**config.mk**
```make
export PLATFORM = sky130hd
export DESIGN_NAME = rc_channel_conditioner_arming_core
export DESIGN_NICKNAME = d
export VERILOG_FILES = /design/src/sv/rcca_pkg.sv /design/src/sv/rcca_div.sv /design/src/sv/rc_channel_conditioner_arming_core.sv
export SDC_FILE = /design/constraint.sdc
export NUM_CORES = 2
export LEC_CHECK = 0
export BUFFER_PORTS_ARGS = -buffer_cell sky130_fd_sc_hd__buf_4
export CAP_MARGIN = 20
export CELL_PAD_IN_SITES_DETAIL_PLACEMENT = 0
export CELL_PAD_IN_SITES_GLOBAL_PLACEMENT = 1
export CORE_MARGIN = 2
export CORE_UTILIZATION = 45
export DETAILED_ROUTE_END_ITERATION = 10
export PLACE_DENSITY = 0.8
export SYNTH_ARGS = -nofsm -noshare
export SYNTH_HDL_FRONTEND = slang
export SYNTH_SLANG_ARGS = --single-unit
```
**constraint.sdc**
```tcl
create_clock -name clock -period 10.8 [get_ports clock]
set_input_delay 1.62 -clock clock [delete_from_list [all_inputs] [get_ports clock]]
set_output_delay 1.62 -clock clock [all_outputs]
set_load 0.005 [all_outputs]
```
**src/sv/rcca_pkg.sv**
```systemverilog
// ----------------------------------------------------------------------------
// rcca_pkg
// Shared types and constants for the RC channel conditioner and arming core.
// ----------------------------------------------------------------------------
package rcca_pkg;

   localparam int CHANNELS   = 8;
   localparam int CHAN_IDX_W = $clog2(CHANNELS);

   // serial divider geometry
   localparam int DIVIDEND_W = 23;
   localparam int DIVISOR_W  = 12;
   localparam int DIV_CNT_W  = 5;

   // configuration register indexes
   localparam logic [2:0] CSR_FILTER_GAIN  = 3'd0;
   localparam logic [2:0] CSR_TICK_MS      = 3'd1;
   localparam logic [2:0] CSR_MIN_STICK    = 3'd2;
   localparam logic [2:0] CSR_MAX_STICK    = 3'd3;
   localparam logic [2:0] CSR_REVERSE_MASK = 3'd4;

   // link modes
   localparam logic [1:0] MODE_LOST   = 2'd0;
   localparam logic [1:0] MODE_RADIO  = 2'd1;
   localparam logic [1:0] MODE_GROUND = 2'd2;
   localparam logic [1:0] MODE_MIXED  = 2'd3;

   // operations
   localparam logic OP_SAMPLE = 1'b0;
   localparam logic OP_FEED   = 1'b1;

   localparam logic [15:0]        ARM_DONE     = 16'hFFFF;
   localparam logic signed [17:0] FILT_ARM_LO  = -18'sd102400;
   localparam logic signed [17:0] FILT_ARM_HI  = 18'sd102400;
   localparam logic signed [17:0] FILT_FORCED  = -18'sd128000;

   typedef enum logic [2:0] {
      S_IDLE, S_LOAD, S_NUM, S_DIV, S_FSETUP, S_MUL, S_FILT, S_DONE
   } state_type;

   typedef struct packed {
      logic                  start;
      logic [DIVIDEND_W-1:0] dividend;
      logic [DIVISOR_W-1:0]  divisor;
   } div_req_type;

   typedef struct packed {
      logic                  done;
      logic [DIVIDEND_W-1:0] quotient;
   } div_rsp_type;

endpackage

```
**src/sv/rcca_div.sv**
```systemverilog
// ----------------------------------------------------------------------------
// rcca_div
// Unsigned restoring divider, one quotient bit per cycle.
// ----------------------------------------------------------------------------
module rcca_div (
   input  logic                  clock,
   input  logic                  reset,
   input  rcca_pkg::div_req_type div_req,
   output rcca_pkg::div_rsp_type div_rsp
);

   logic                                busy_ff, busy_in;
   logic                                done_ff, done_in;
   logic [rcca_pkg::DIV_CNT_W-1:0]      cnt_ff, cnt_in;
   logic [rcca_pkg::DIVIDEND_W-1:0]     quo_ff, quo_in;
   logic [rcca_pkg::DIVISOR_W-1:0]      rem_ff, rem_in;
   logic [rcca_pkg::DIVISOR_W-1:0]      den_ff, den_in;
   logic [rcca_pkg::DIVISOR_W:0]        shifted;
   logic [rcca_pkg::DIVISOR_W:0]        trial;

   // shift one dividend bit into the remainder and try a subtract
   always_comb begin
      busy_in = busy_ff;
      done_in = 1'b0;
      cnt_in  = cnt_ff;
      quo_in  = quo_ff;
      rem_in  = rem_ff;
      den_in  = den_ff;
      shifted = {rem_ff, quo_ff[rcca_pkg::DIVIDEND_W-1]};
      trial   = shifted - {1'b0, den_ff};
      if (div_req.start) begin
         busy_in = 1'b1;
         cnt_in  = '0;
         quo_in  = div_req.dividend;
         rem_in  = '0;
         den_in  = div_req.divisor;
      end else if (busy_ff) begin
         if (!trial[rcca_pkg::DIVISOR_W]) begin
            rem_in = trial[rcca_pkg::DIVISOR_W-1:0];
            quo_in = {quo_ff[rcca_pkg::DIVIDEND_W-2:0], 1'b1};
         end else begin
            rem_in = shifted[rcca_pkg::DIVISOR_W-1:0];
            quo_in = {quo_ff[rcca_pkg::DIVIDEND_W-2:0], 1'b0};
         end
         cnt_in = cnt_ff + 1'b1;
         if (cnt_ff == rcca_pkg::DIV_CNT_W'(rcca_pkg::DIVIDEND_W - 1)) begin
            busy_in = 1'b0;
            done_in = 1'b1;
         end
      end
   end

   // control
   always_ff @(posedge clock) begin
      if (reset) begin
         busy_ff <= 1'b0;
         done_ff <= 1'b0;
      end else begin
         busy_ff <= busy_in;
         done_ff <= done_in;
      end
   end

   // datapath
   always_ff @(posedge clock) begin
      cnt_ff <= cnt_in;
      quo_ff <= quo_in;
      rem_ff <= rem_in;
      den_ff <= den_in;
   end

   assign div_rsp.done     = done_ff;
   assign div_rsp.quotient = quo_ff;

   a_done_after_busy: assert property (@(posedge clock) disable iff (reset)
      done_ff |-> $past(busy_ff))
      else $error("divider done without a run");
   a_no_start_busy: assert property (@(posedge clock) disable iff (reset)
      div_req.start |-> !busy_ff)
      else $error("divider restarted while busy");
   a_done_ends_busy: assert property (@(posedge clock) disable iff (reset)
      done_ff |-> !busy_ff)
      else $error("divider busy after done");

endmodule

```
**src/sv/rc_channel_conditioner_arming_core.sv**
```systemverilog
// ----------------------------------------------------------------------------
// rc_channel_conditioner_arming_core
// Conditions one RC channel per sample item: source select, range check, stick
// normalization, adaptive Q.8 filter, frame-end arming and link watchdog; feed items update the link mode.
// ----------------------------------------------------------------------------
//  channel | direction | handshake             | payload
//  req_    | in        | req_valid/req_ready   | operation, channel, samples, frame, mode
//  rsp_    | out       | rsp_valid/rsp_ready   | channel, stick, filter, status flags
//  csr_    | in        | csr_valid/csr_ready   | csr_index, csr_wdata
//
//  A normalized sample passes the divide step (23 quotient bits, one per cycle)
//  and then the bit-serial filter multiplier over the 16 gain bits. Without
//  normalization the divide step is skipped, and a feed item goes straight to
//  the finish step. One item is worked at a time.
//  Reset is synchronous; it restores all channel, block and configuration state.
//  The result sits in an output register; the next item is taken while it
//  waits, and a stalled result only holds the block at its final step.
// ----------------------------------------------------------------------------
module rc_channel_conditioner_arming_core (
   input  logic               clock,
   input  logic               reset,
   input  logic               req_valid,
   output logic               req_ready,
   input  logic               req_operation,
   input  logic [2:0]         req_channel,
   input  logic [11:0]        req_rc_sample,
   input  logic [11:0]        req_gs_sample,
   input  logic               req_last_in_frame,
   input  logic [1:0]         req_feed_mode,
   output logic               rsp_valid,
   input  logic               rsp_ready,
   output logic [2:0]         rsp_channel_out,
   output logic signed [9:0]  rsp_stick_value,
   output logic signed [17:0] rsp_filtered_value,
   output logic signed [18:0] rsp_filtered_change,
   output logic               rsp_channel_fault,
   output logic               rsp_armed,
   output logic [1:0]         rsp_link_mode,
   output logic               rsp_link_lost,
   output logic               rsp_calibrate_request,
   input  logic               csr_valid,
   output logic               csr_ready,
   input  logic [2:0]         csr_index,
   input  logic [15:0]        csr_wdata
);

   localparam int CH = rcca_pkg::CHANNELS;

   // configuration
   logic [15:0] gain_ff;
   logic [6:0]  tick_ff;
   logic [11:0] min_ff, max_ff;
   logic [7:0]  rev_ff;

   // block state
   rcca_pkg::state_type state_ff, state_in;
   logic [1:0]  mode_ff, mode_in;
   logic [7:0]  link_ff, link_in;
   logic        arm_ff, arm_in;
   logic [15:0] armt_ff, armt_in;
   logic [11:0]        held_ff [CH], held_in [CH];
   logic               fault_ff[CH], fault_in[CH];
   logic [10:0]        good_ff [CH], good_in [CH];
   logic signed [9:0]  norm_ff [CH], norm_in [CH];
   logic signed [17:0] filt_ff [CH], filt_in [CH];
   logic signed [17:0] prev_ff [CH], prev_in [CH];
   logic [11:0]        raw_ff  [4],  raw_in  [4];

   // item in work
   logic        op_ff, op_in;
   logic [2:0]  chan_ff, chan_in;
   logic [11:0] rc_ff, rc_in, gs_ff, gs_in;
   logic        last_ff, last_in;
   logic [1:0]  fm_ff, fm_in;
   logic [11:0] s_ff, s_in;
   logic        neg_ff, neg_in;
   logic        wide_ff, wide_in;
   logic signed [34:0] mcand_ff, mcand_in, acc_ff, acc_in;
   logic [15:0] mplier_ff, mplier_in;
   logic [3:0]  mcnt_ff, mcnt_in;

   // result register
   logic               rsp_valid_ff, rsp_valid_in;
   logic [2:0]         o_chan_ff, o_chan_in;
   logic signed [9:0]  o_stick_ff, o_stick_in;
   logic signed [17:0] o_fv_ff, o_fv_in;
   logic signed [18:0] o_chg_ff, o_chg_in;
   logic               o_fault_ff, o_fault_in;
   logic               o_arm_ff, o_arm_in;
   logic [1:0]         o_mode_ff, o_mode_in;
   logic               o_cal_ff, o_cal_in;

   // temporaries
   logic [rcca_pkg::CHAN_IDX_W-1:0] idx;
   logic        chan_ok;
   logic [11:0] samp;
   logic [10:0] good_next;
   logic        fault_new;
   logic signed [12:0] num_a;
   logic signed [24:0] num, num_mag;
   logic [9:0]  qmag;
   logic signed [9:0]  qval;
   logic signed [18:0] err;
   logic signed [21:0] diff, diff_mag;
   logic signed [34:0] step, fsum;
   logic        fe_arm, fe_cal;
   logic [1:0]  fe_mode;
   logic [15:0] fe_t;
   logic [16:0] tsum;
   logic [8:0]  lnext;

   rcca_pkg::div_req_type div_req;
   rcca_pkg::div_rsp_type div_rsp;

   rcca_div u_div (
      .clock   (clock),
      .reset   (reset),
      .div_req (div_req),
      .div_rsp (div_rsp)
   );

   assign idx       = rcca_pkg::CHAN_IDX_W'(chan_ff);
   assign chan_ok   = int'(chan_ff) < CH;
   assign req_ready = (state_ff == rcca_pkg::S_IDLE);
   assign csr_ready = 1'b1;

   // take configuration writes
   always_ff @(posedge clock) begin
      if (reset) begin
         gain_ff <= 16'd8231;
         tick_ff <= 7'd2;
         min_ff  <= 12'd1100;
         max_ff  <= 12'd1900;
         rev_ff  <= 8'd0;
      end else if (csr_valid) begin
         unique case (csr_index)
            rcca_pkg::CSR_FILTER_GAIN:  gain_ff <= csr_wdata;
            rcca_pkg::CSR_TICK_MS:      tick_ff <= csr_wdata[6:0];
            rcca_pkg::CSR_MIN_STICK:    min_ff  <= csr_wdata[11:0];
            rcca_pkg::CSR_MAX_STICK:    max_ff  <= csr_wdata[11:0];
            rcca_pkg::CSR_REVERSE_MASK: rev_ff  <= csr_wdata[7:0];
            default: ;
         endcase
      end
   end

   // sequence one item through select, check, divide, multiply, finish
   always_comb begin
      state_in = state_ff;
      mode_in = mode_ff;  link_in = link_ff;  arm_in = arm_ff;  armt_in = armt_ff;
      held_in = held_ff;  fault_in = fault_ff; good_in = good_ff;
      norm_in = norm_ff;  filt_in = filt_ff;   prev_in = prev_ff; raw_in = raw_ff;
      op_in = op_ff; chan_in = chan_ff; rc_in = rc_ff; gs_in = gs_ff;
      last_in = last_ff; fm_in = fm_ff;
      s_in = s_ff; neg_in = neg_ff; wide_in = wide_ff;
      mcand_in = mcand_ff; acc_in = acc_ff; mplier_in = mplier_ff; mcnt_in = mcnt_ff;
      rsp_valid_in = rsp_valid_ff && !rsp_ready;
      o_chan_in = o_chan_ff; o_stick_in = o_stick_ff; o_fv_in = o_fv_ff;
      o_chg_in = o_chg_ff; o_fault_in = o_fault_ff; o_arm_in = o_arm_ff;
      o_mode_in = o_mode_ff; o_cal_in = o_cal_ff;
      div_req = '0;
      samp = held_ff[idx];
      good_next = good_ff[idx] + 11'd1;
      fault_new = 1'b0;
      num_a = $signed({1'b0, s_ff}) - $signed({1'b0, min_ff});
      num = 25'(num_a) * 25'sd1000 - 25'($signed({1'b0, max_ff - min_ff})) * 25'sd500;
      num_mag = num[24] ? -num : num;
      qmag = (div_rsp.quotient > 23'd500) ? 10'd500 : div_rsp.quotient[9:0];
      qval = neg_ff ? -$signed(qmag) : $signed(qmag);
      err = (19'(norm_ff[idx]) <<< 8) - 19'(filt_ff[idx]);
      diff = (22'($signed({1'b0, s_ff})) <<< 8) - 22'(filt_ff[idx]);
      diff_mag = diff[21] ? -diff : diff;
      step = wide_ff ? (acc_ff >>> 17) : (acc_ff >>> 16);
      fsum = 35'(filt_ff[idx]) + step;
      fe_arm = arm_ff; fe_cal = 1'b0; fe_mode = mode_ff; fe_t = armt_ff;
      tsum = '0;
      lnext = {1'b0, link_ff} + 9'd1;

      unique case (state_ff)
         rcca_pkg::S_IDLE: begin
            if (req_valid) begin
               op_in = req_operation; chan_in = req_channel;
               rc_in = req_rc_sample; gs_in = req_gs_sample;
               last_in = req_last_in_frame; fm_in = req_feed_mode;
               state_in = rcca_pkg::S_LOAD;
            end
         end
         rcca_pkg::S_LOAD: begin
            if (op_ff == rcca_pkg::OP_FEED || !chan_ok) begin
               state_in = rcca_pkg::S_DONE;
            end else begin
               // pick the source for this channel
               case (mode_ff)
                  rcca_pkg::MODE_RADIO:  samp = rc_ff;
                  rcca_pkg::MODE_GROUND: samp = gs_ff;
                  rcca_pkg::MODE_MIXED: begin
                     if (chan_ff == 3'd0 || chan_ff == 3'd1 || chan_ff == 3'd3) samp = gs_ff;
                     else if (chan_ff == 3'd2) samp = rc_ff;
                  end
                  default: ;
               endcase
               held_in[idx] = samp;
               s_in = samp;
               if (!chan_ff[2]) raw_in[chan_ff[1:0]] = rc_ff;
               // range check with recovery count
               fault_new = fault_ff[idx];
               if (samp > 12'd2500 || samp < 12'd500) begin
                  fault_new = 1'b1;
                  good_in[idx] = '0;
               end else if (good_next > 11'd200) begin
                  fault_new = 1'b0;
                  good_in[idx] = 11'd2000;
               end else begin
                  good_in[idx] = good_next;
               end
               fault_in[idx] = fault_new;
               state_in = rcca_pkg::S_FSETUP;
               if (mode_ff != rcca_pkg::MODE_LOST && !fault_new) begin
                  if (max_ff > min_ff) state_in = rcca_pkg::S_NUM;
                  else arm_in = 1'b0;
               end
            end
         end
         rcca_pkg::S_NUM: begin
            div_req.start    = 1'b1;
            div_req.dividend = num_mag[rcca_pkg::DIVIDEND_W-1:0];
            div_req.divisor  = max_ff - min_ff;
            neg_in = num[24];
            state_in = rcca_pkg::S_DIV;
         end
         rcca_pkg::S_DIV: begin
            if (div_rsp.done) begin
               norm_in[idx] = rev_ff[chan_ff] ? -qval : qval;
               state_in = rcca_pkg::S_FSETUP;
            end
         end
         rcca_pkg::S_FSETUP: begin
            mcand_in  = 35'(err);
            mplier_in = gain_ff;
            acc_in    = '0;
            mcnt_in   = '0;
            wide_in   = diff_mag >= 22'sd25600;
            state_in  = rcca_pkg::S_MUL;
         end
         rcca_pkg::S_MUL: begin
            // one gain bit per cycle
            if (mplier_ff[0]) acc_in = acc_ff + mcand_ff;
            mcand_in  = mcand_ff <<< 1;
            mplier_in = mplier_ff >> 1;
            mcnt_in   = mcnt_ff + 4'd1;
            if (mcnt_ff == 4'd15) state_in = rcca_pkg::S_FILT;
         end
         rcca_pkg::S_FILT: begin
            if (fsum > 35'sd131071) filt_in[idx] = 18'sd131071;
            else if (fsum < -35'sd131072) filt_in[idx] = -18'sd131072;
            else filt_in[idx] = fsum[17:0];
            if (mode_ff == rcca_pkg::MODE_LOST && !arm_ff) filt_in[2] = rcca_pkg::FILT_FORCED;
            state_in = rcca_pkg::S_DONE;
         end
         rcca_pkg::S_DONE: begin
            if (!rsp_valid_ff || rsp_ready) begin
               o_chan_in = '0; o_stick_in = '0; o_fv_in = '0;
               o_chg_in = '0; o_fault_in = 1'b0;
               if (op_ff == rcca_pkg::OP_FEED) begin
                  if (mode_ff != rcca_pkg::MODE_MIXED) fe_mode = fm_ff;
                  link_in = '0;
               end else begin
                  if (chan_ok) begin
                     o_chan_in  = chan_ff;
                     o_stick_in = norm_ff[idx];
                     o_fv_in    = filt_ff[idx];
                     o_chg_in   = 19'(filt_ff[idx]) - 19'(prev_ff[idx]);
                     o_fault_in = fault_ff[idx];
                     prev_in[idx] = filt_ff[idx];
                  end
                  if (last_ff) begin
                     // arm and disarm stick holds
                     if (filt_ff[2] < rcca_pkg::FILT_ARM_LO) begin
                        if (filt_ff[3] < rcca_pkg::FILT_ARM_LO ||
                            (mode_ff == rcca_pkg::MODE_MIXED && raw_ff[3] < 12'd1100)) begin
                           if (fe_t != rcca_pkg::ARM_DONE && fe_arm) begin
                              tsum = 17'(fe_t) + 17'(11'(tick_ff) * 11'd10);
                              if (tsum > 17'd400) begin
                                 fe_arm = 1'b0; fe_t = rcca_pkg::ARM_DONE;
                              end else fe_t = tsum[15:0];
                           end
                           if (!fe_arm) begin
                              if (raw_ff[0] > 12'd1900 && raw_ff[1] > 12'd1900)
                                 fe_mode = rcca_pkg::MODE_MIXED;
                              else if (raw_ff[1] > 12'd1900 && raw_ff[0] < 12'd1100)
                                 fe_mode = rcca_pkg::MODE_RADIO;
                           end
                        end else if (filt_ff[3] > rcca_pkg::FILT_ARM_HI ||
                                     (mode_ff == rcca_pkg::MODE_MIXED && raw_ff[3] > 12'd1900)) begin
                           if (fe_t != rcca_pkg::ARM_DONE && !fe_arm) begin
                              tsum = 17'(fe_t) + 17'(tick_ff);
                              if (tsum > 17'd1500) begin
                                 fe_arm = 1'b1; fe_t = rcca_pkg::ARM_DONE; fe_cal = 1'b1;
                              end else fe_t = tsum[15:0];
                           end
                        end else if (fe_t == rcca_pkg::ARM_DONE) begin
                           fe_t = '0;
                        end
                     end else begin
                        fe_t = '0;
                     end
                     // age the link watchdog
                     if (lnext > 9'd200) begin
                        link_in = '0; fe_mode = rcca_pkg::MODE_LOST;
                     end else link_in = lnext[7:0];
                  end
               end
               mode_in = fe_mode; arm_in = fe_arm; armt_in = fe_t;
               o_arm_in = fe_arm; o_mode_in = fe_mode; o_cal_in = fe_cal;
               rsp_valid_in = 1'b1;
               state_in = rcca_pkg::S_IDLE;
            end
         end
         default: state_in = rcca_pkg::S_IDLE;
      endcase
   end

   // state register
   always_ff @(posedge clock) begin
      if (reset) state_ff <= rcca_pkg::S_IDLE;
      else state_ff <= state_in;
   end

   // block and channel state
   always_ff @(posedge clock) begin
      if (reset) begin
         mode_ff <= rcca_pkg::MODE_RADIO;
         link_ff <= '0; arm_ff <= 1'b0; armt_ff <= '0; rsp_valid_ff <= 1'b0;
         for (int i = 0; i < CH; i++) begin
            held_ff[i] <= '0; fault_ff[i] <= 1'b0; good_ff[i] <= '0;
            norm_ff[i] <= '0; filt_ff[i] <= '0; prev_ff[i] <= '0;
         end
         for (int i = 0; i < 4; i++) raw_ff[i] <= '0;
      end else begin
         mode_ff <= mode_in; link_ff <= link_in; arm_ff <= arm_in; armt_ff <= armt_in;
         rsp_valid_ff <= rsp_valid_in;
         held_ff <= held_in; fault_ff <= fault_in; good_ff <= good_in;
         norm_ff <= norm_in; filt_ff <= filt_in; prev_ff <= prev_in; raw_ff <= raw_in;
      end
   end

   // item and result payload
   always_ff @(posedge clock) begin
      op_ff <= op_in; chan_ff <= chan_in; rc_ff <= rc_in; gs_ff <= gs_in;
      last_ff <= last_in; fm_ff <= fm_in;
      s_ff <= s_in; neg_ff <= neg_in; wide_ff <= wide_in;
      mcand_ff <= mcand_in; acc_ff <= acc_in; mplier_ff <= mplier_in; mcnt_ff <= mcnt_in;
      o_chan_ff <= o_chan_in; o_stick_ff <= o_stick_in; o_fv_ff <= o_fv_in;
      o_chg_ff <= o_chg_in; o_fault_ff <= o_fault_in; o_arm_ff <= o_arm_in;
      o_mode_ff <= o_mode_in; o_cal_ff <= o_cal_in;
   end

   assign rsp_valid             = rsp_valid_ff;
   assign rsp_channel_out       = o_chan_ff;
   assign rsp_stick_value       = o_stick_ff;
   assign rsp_filtered_value    = o_fv_ff;
   assign rsp_filtered_change   = o_chg_ff;
   assign rsp_channel_fault     = o_fault_ff;
   assign rsp_armed             = o_arm_ff;
   assign rsp_link_mode         = o_mode_ff;
   assign rsp_link_lost         = (o_mode_ff == rcca_pkg::MODE_LOST);
   assign rsp_calibrate_request = o_cal_ff;

   a_cal_armed: assert property (@(posedge clock) disable iff (reset)
      (rsp_valid_ff && o_cal_ff) |-> o_arm_ff)
      else $error("calibrate request without armed");
   a_stick_range: assert property (@(posedge clock) disable iff (reset)
      rsp_valid_ff |-> (o_stick_ff <= 10'sd500 && o_stick_ff >= -10'sd500))
      else $error("stick value out of range");
   a_div_done_state: assert property (@(posedge clock) disable iff (reset)
      div_rsp.done |-> state_ff == rcca_pkg::S_DIV)
      else $error("divider finished outside divide step");
   a_rsp_from_done: assert property (@(posedge clock) disable iff (reset)
      $rose(rsp_valid_ff) |-> $past(state_ff) == rcca_pkg::S_DONE)
      else $error("result raised outside finish step");

endmodule
```
==> metrics.md <==
| Metric | Value |
|---|---|
| Worst Setup Start Kind | register |
| TNS Setup | 0 ns |
| Detailed Routing Iterations Pass 1 | 7 |
| Critical Path RT | 11.27 ns |
| Later-pin clock latency in the skew report | 0.73 ns |
| Final Hold Vio Count | 0 |
| Synth Register Bits | 926 |
| CTS sink cnt | 926 |
| First-pass GRT wire length | 230000 microns |
| XOR/XNOR Fraction of Synth Area | 3.72% |
| Starting DRT DRC Count | 3576 |
| Main combinational cell family by area after synthesis | compound AO/OA/AOI/OAI gates |
| Critical path origin | min_ff[1] |
| Hold_buf cts | 0 |
| Commonest cells after routing, fill and taps aside | nand2_1, nor2_1, dfxtp_1 |
| Mapped Cells | 5826 |
| Effective utilization at floorplan | 45.3% |
| Worst Hold Slack | 0.450 ns |
| Warnings, synthesis | 0 |
| Max Clk Rate | 0.104 GHz |
| FFs w/ async S/R, synth | 0% |
| Die height | 345 microns |
| Reg-to-reg startpoint | min_ff[1] |
| Mux cell area share after synthesis | 8.68% |
| Port Buffers | 112 |
| Vias in the first global route | 39900 |
| Worst Setup EP | u_div.quo_ff[22] |
| Post-Route WL | 147000 microns |
| Net Count, Synth | 6230 |
| Yosys top cell area share | 26.8% |
| Syn avg cell area | 8.99 sq um |
| Synth Area in Compound Gates | 17.0% |
| RSZ-0062 raised after global routing | false |
| Seq/Total Area, Yosys | 39.7% |
| Post_cts resized | 0 |
| Initial antenna violation count | 0 |
| DR vias/cell | 5.68 |
| Clock buffer depth | 3 |
| Status | complete, no violations |
| Crit-path max FO | 17 |
| Fin cells | 7399 |
| Share of cells above drive strength 1 | 10.2% |
| H-tree levels | 3 |
| Area leader, netlist | dfxtp_1 |
| Final nets | 6190 |
| FP Rows | 125 |
| Commonest non-fill, non-tap cell in the layout | nand2_1 |
| CORE AREA | 116000 sq um |
| Post-CTS setup buffers | 0 |
| CTS Buf Count | 103 |
| Fillers | 10800 |
| Clock transition at path regs | 0.06 ns |
| RR Endpoint | u_div.quo_ff[22] |
| Mapped Area | 52400 sq um |
| CP Class | register to register |
| Adder-cell share of the synthesized area | 9.55% |
| R2r setup slk | 1.19 ns |
| # IOs | 114 |
| Max incr delay on CP | 0.83 ns |
| Final ANT Viol Nets | 0 |
| Library cells used by synthesis | 101 |
| Fin crit share | 88.9% |
| CP Data Arrival Time | 10.07 ns |
| Worst setup EP type | register |
| Post-Synth Simple-Gate Area | 16.6% |
| Drt wl/cell | 19.9 microns |
| GP Congestion | 0.865 |
| Dpl hpwl | 99400 microns |
| Path depth of the worst reg2reg path | 37 |
| Clk root buf | clkbuf_16 |
| HP Start | raw_ff[28] |
| Area grow syn2layout | 10.9% |
| Max_slew headroom | 24.0% |
| Final setup violation count | 0 |
| Vias | 42000 |
| Worst hold path type | register to register |
| CP max-delay cell | nor2_1 |
| CTS tree | done |
| Post-route minimum period | 9.61 ns |
| Placed cells | 7201 |
| Most used DFF post-synth | dfxtp_1 |
| Antenna Cells | 0 |
| Top post-synthesis cells by area | dfxtp_1, edfxtp_1, ha_1, nand2_1, mux4_2 |
| Largest net degree at the start of global routing | 224 |
| Pins Over Slew Limit | 0 |
| Number of flops mapped to enable cells by yosys | 225 |
| Worst setup margin | 1.19 ns |
| Skew final | 0.0940 ns |
| Max_cap viols | 0 |
| Die area | 119000 sq um |
| # DRC | 0 |
| GRT Residual Overflow | 0 |
| Setup WS pre-CTS | 1.26 ns |
| Slew at the pin closest to its max-slew limit | 1.14 ns |
| Die width | 345 microns |
| GRT Overall Usage | 24.1% |
worst min path at each step:
stage                   to  slack, ns  cells past startpoint
4_1_cts        filt_ff[96]       0.45                      2
2_1_floorplan  filt_ff[90]       0.43                      2
5_1_grt        good_ff[83]       0.47                      2
3_5_place_dp   filt_ff[96]       0.44                      2
3_3_place_gp    raw_ff[28]       0.44                      2
6_report        raw_ff[28]       0.45                      2
cell families after synthesis:
family / after synthesis
adders and majority gates: 353
buffers and inverters: 643
muxes: 281
other: 2
xor gates and xnor gates: 221
and+or+nand+nor: 2014
DFF: 926
AOI/OAI and AO/OA: 1386
through the flow:
stage                     utilization, %  cell area (sq um)
after floorplan                        -              52400
after global placement              47.1              54500
after detailed placement            47.1              54500
after CTS                           50.1              58000
after global routing                50.2              58100
final                               50.2              58100
routing by layer:
layer  vias up  global-route usage (%)  share of wire [%]
li1      20500                       -                  -
met1     20200                    33.9                 46
met2      1056                    38.4                 45
met3       229                    3.04                5.2
met4         0                    7.75                3.0
met5         -                       0                  0
sequential cells by signal, summed over array words and instances (netlist names), 12 cells and up:
signal,count
prev_ff,144
armt_ff,16
max_ff,12
filt_ff,144
held_ff,96
mplier_ff,16
good_ff,88
mcand_ff,35
rc_ff,12
rsp_filtered_change,19
norm_ff,80
u_div.quo_ff,23
rsp_filtered_value,18
raw_ff,36
gs_ff,12
gain_ff,16
acc_ff,35
s_ff,12
min_ff,12
u_div.rem_ff,12
u_div.den_ff,12
cells in the mapped netlist, drive strengths merged (56+ instances only):
library cell	count
a211oi	328
mux2i	119
a21oi	505
xor2	83
nor3	93
o21ai	185
nand2b	56
ha	270
edfxtp	225
nor2	724
clkbuf	286
mux4	135
dfxtp	701
nand2	816
fa	79
xnor2	137
inv	306
nand3	88
cell type report:
| class | count | area, sq um | area share, % |
|---|---|---|---|
| timing repair buffer | 189 | 1510 | 2.60 |
| clock inverter | 35 | 383 | 0.659 |
| tap | 1524 | 1910 | 3.28 |
| inverter | 309 | 1160 | 2.00 |
| clock buffer | 159 | 3090 | 5.32 |
| multi-input combinational | 4257 | 29300 | 50.3 |
| sequential | 926 | 20800 | 35.8 |
worst max-delay path: cells and delay by family, from the launching register on:
| kind | cells | cell delay, ns |
|---|---|---|
| AOI/OAI and AO/OA | 16 | 3.21 |
| xor gates and xnor gates | 2 | 0.68 |
| adders and majority gates | 7 | 2.96 |
| buffers and inverters | 7 | 0.74 |
| DFF | 1 | 0.42 |
| and+or+nand+nor | 5 | 1.34 |
Power is not shown: default switching activity piles up to over one toggle a cycle in this logic, so the estimate is an artifact.
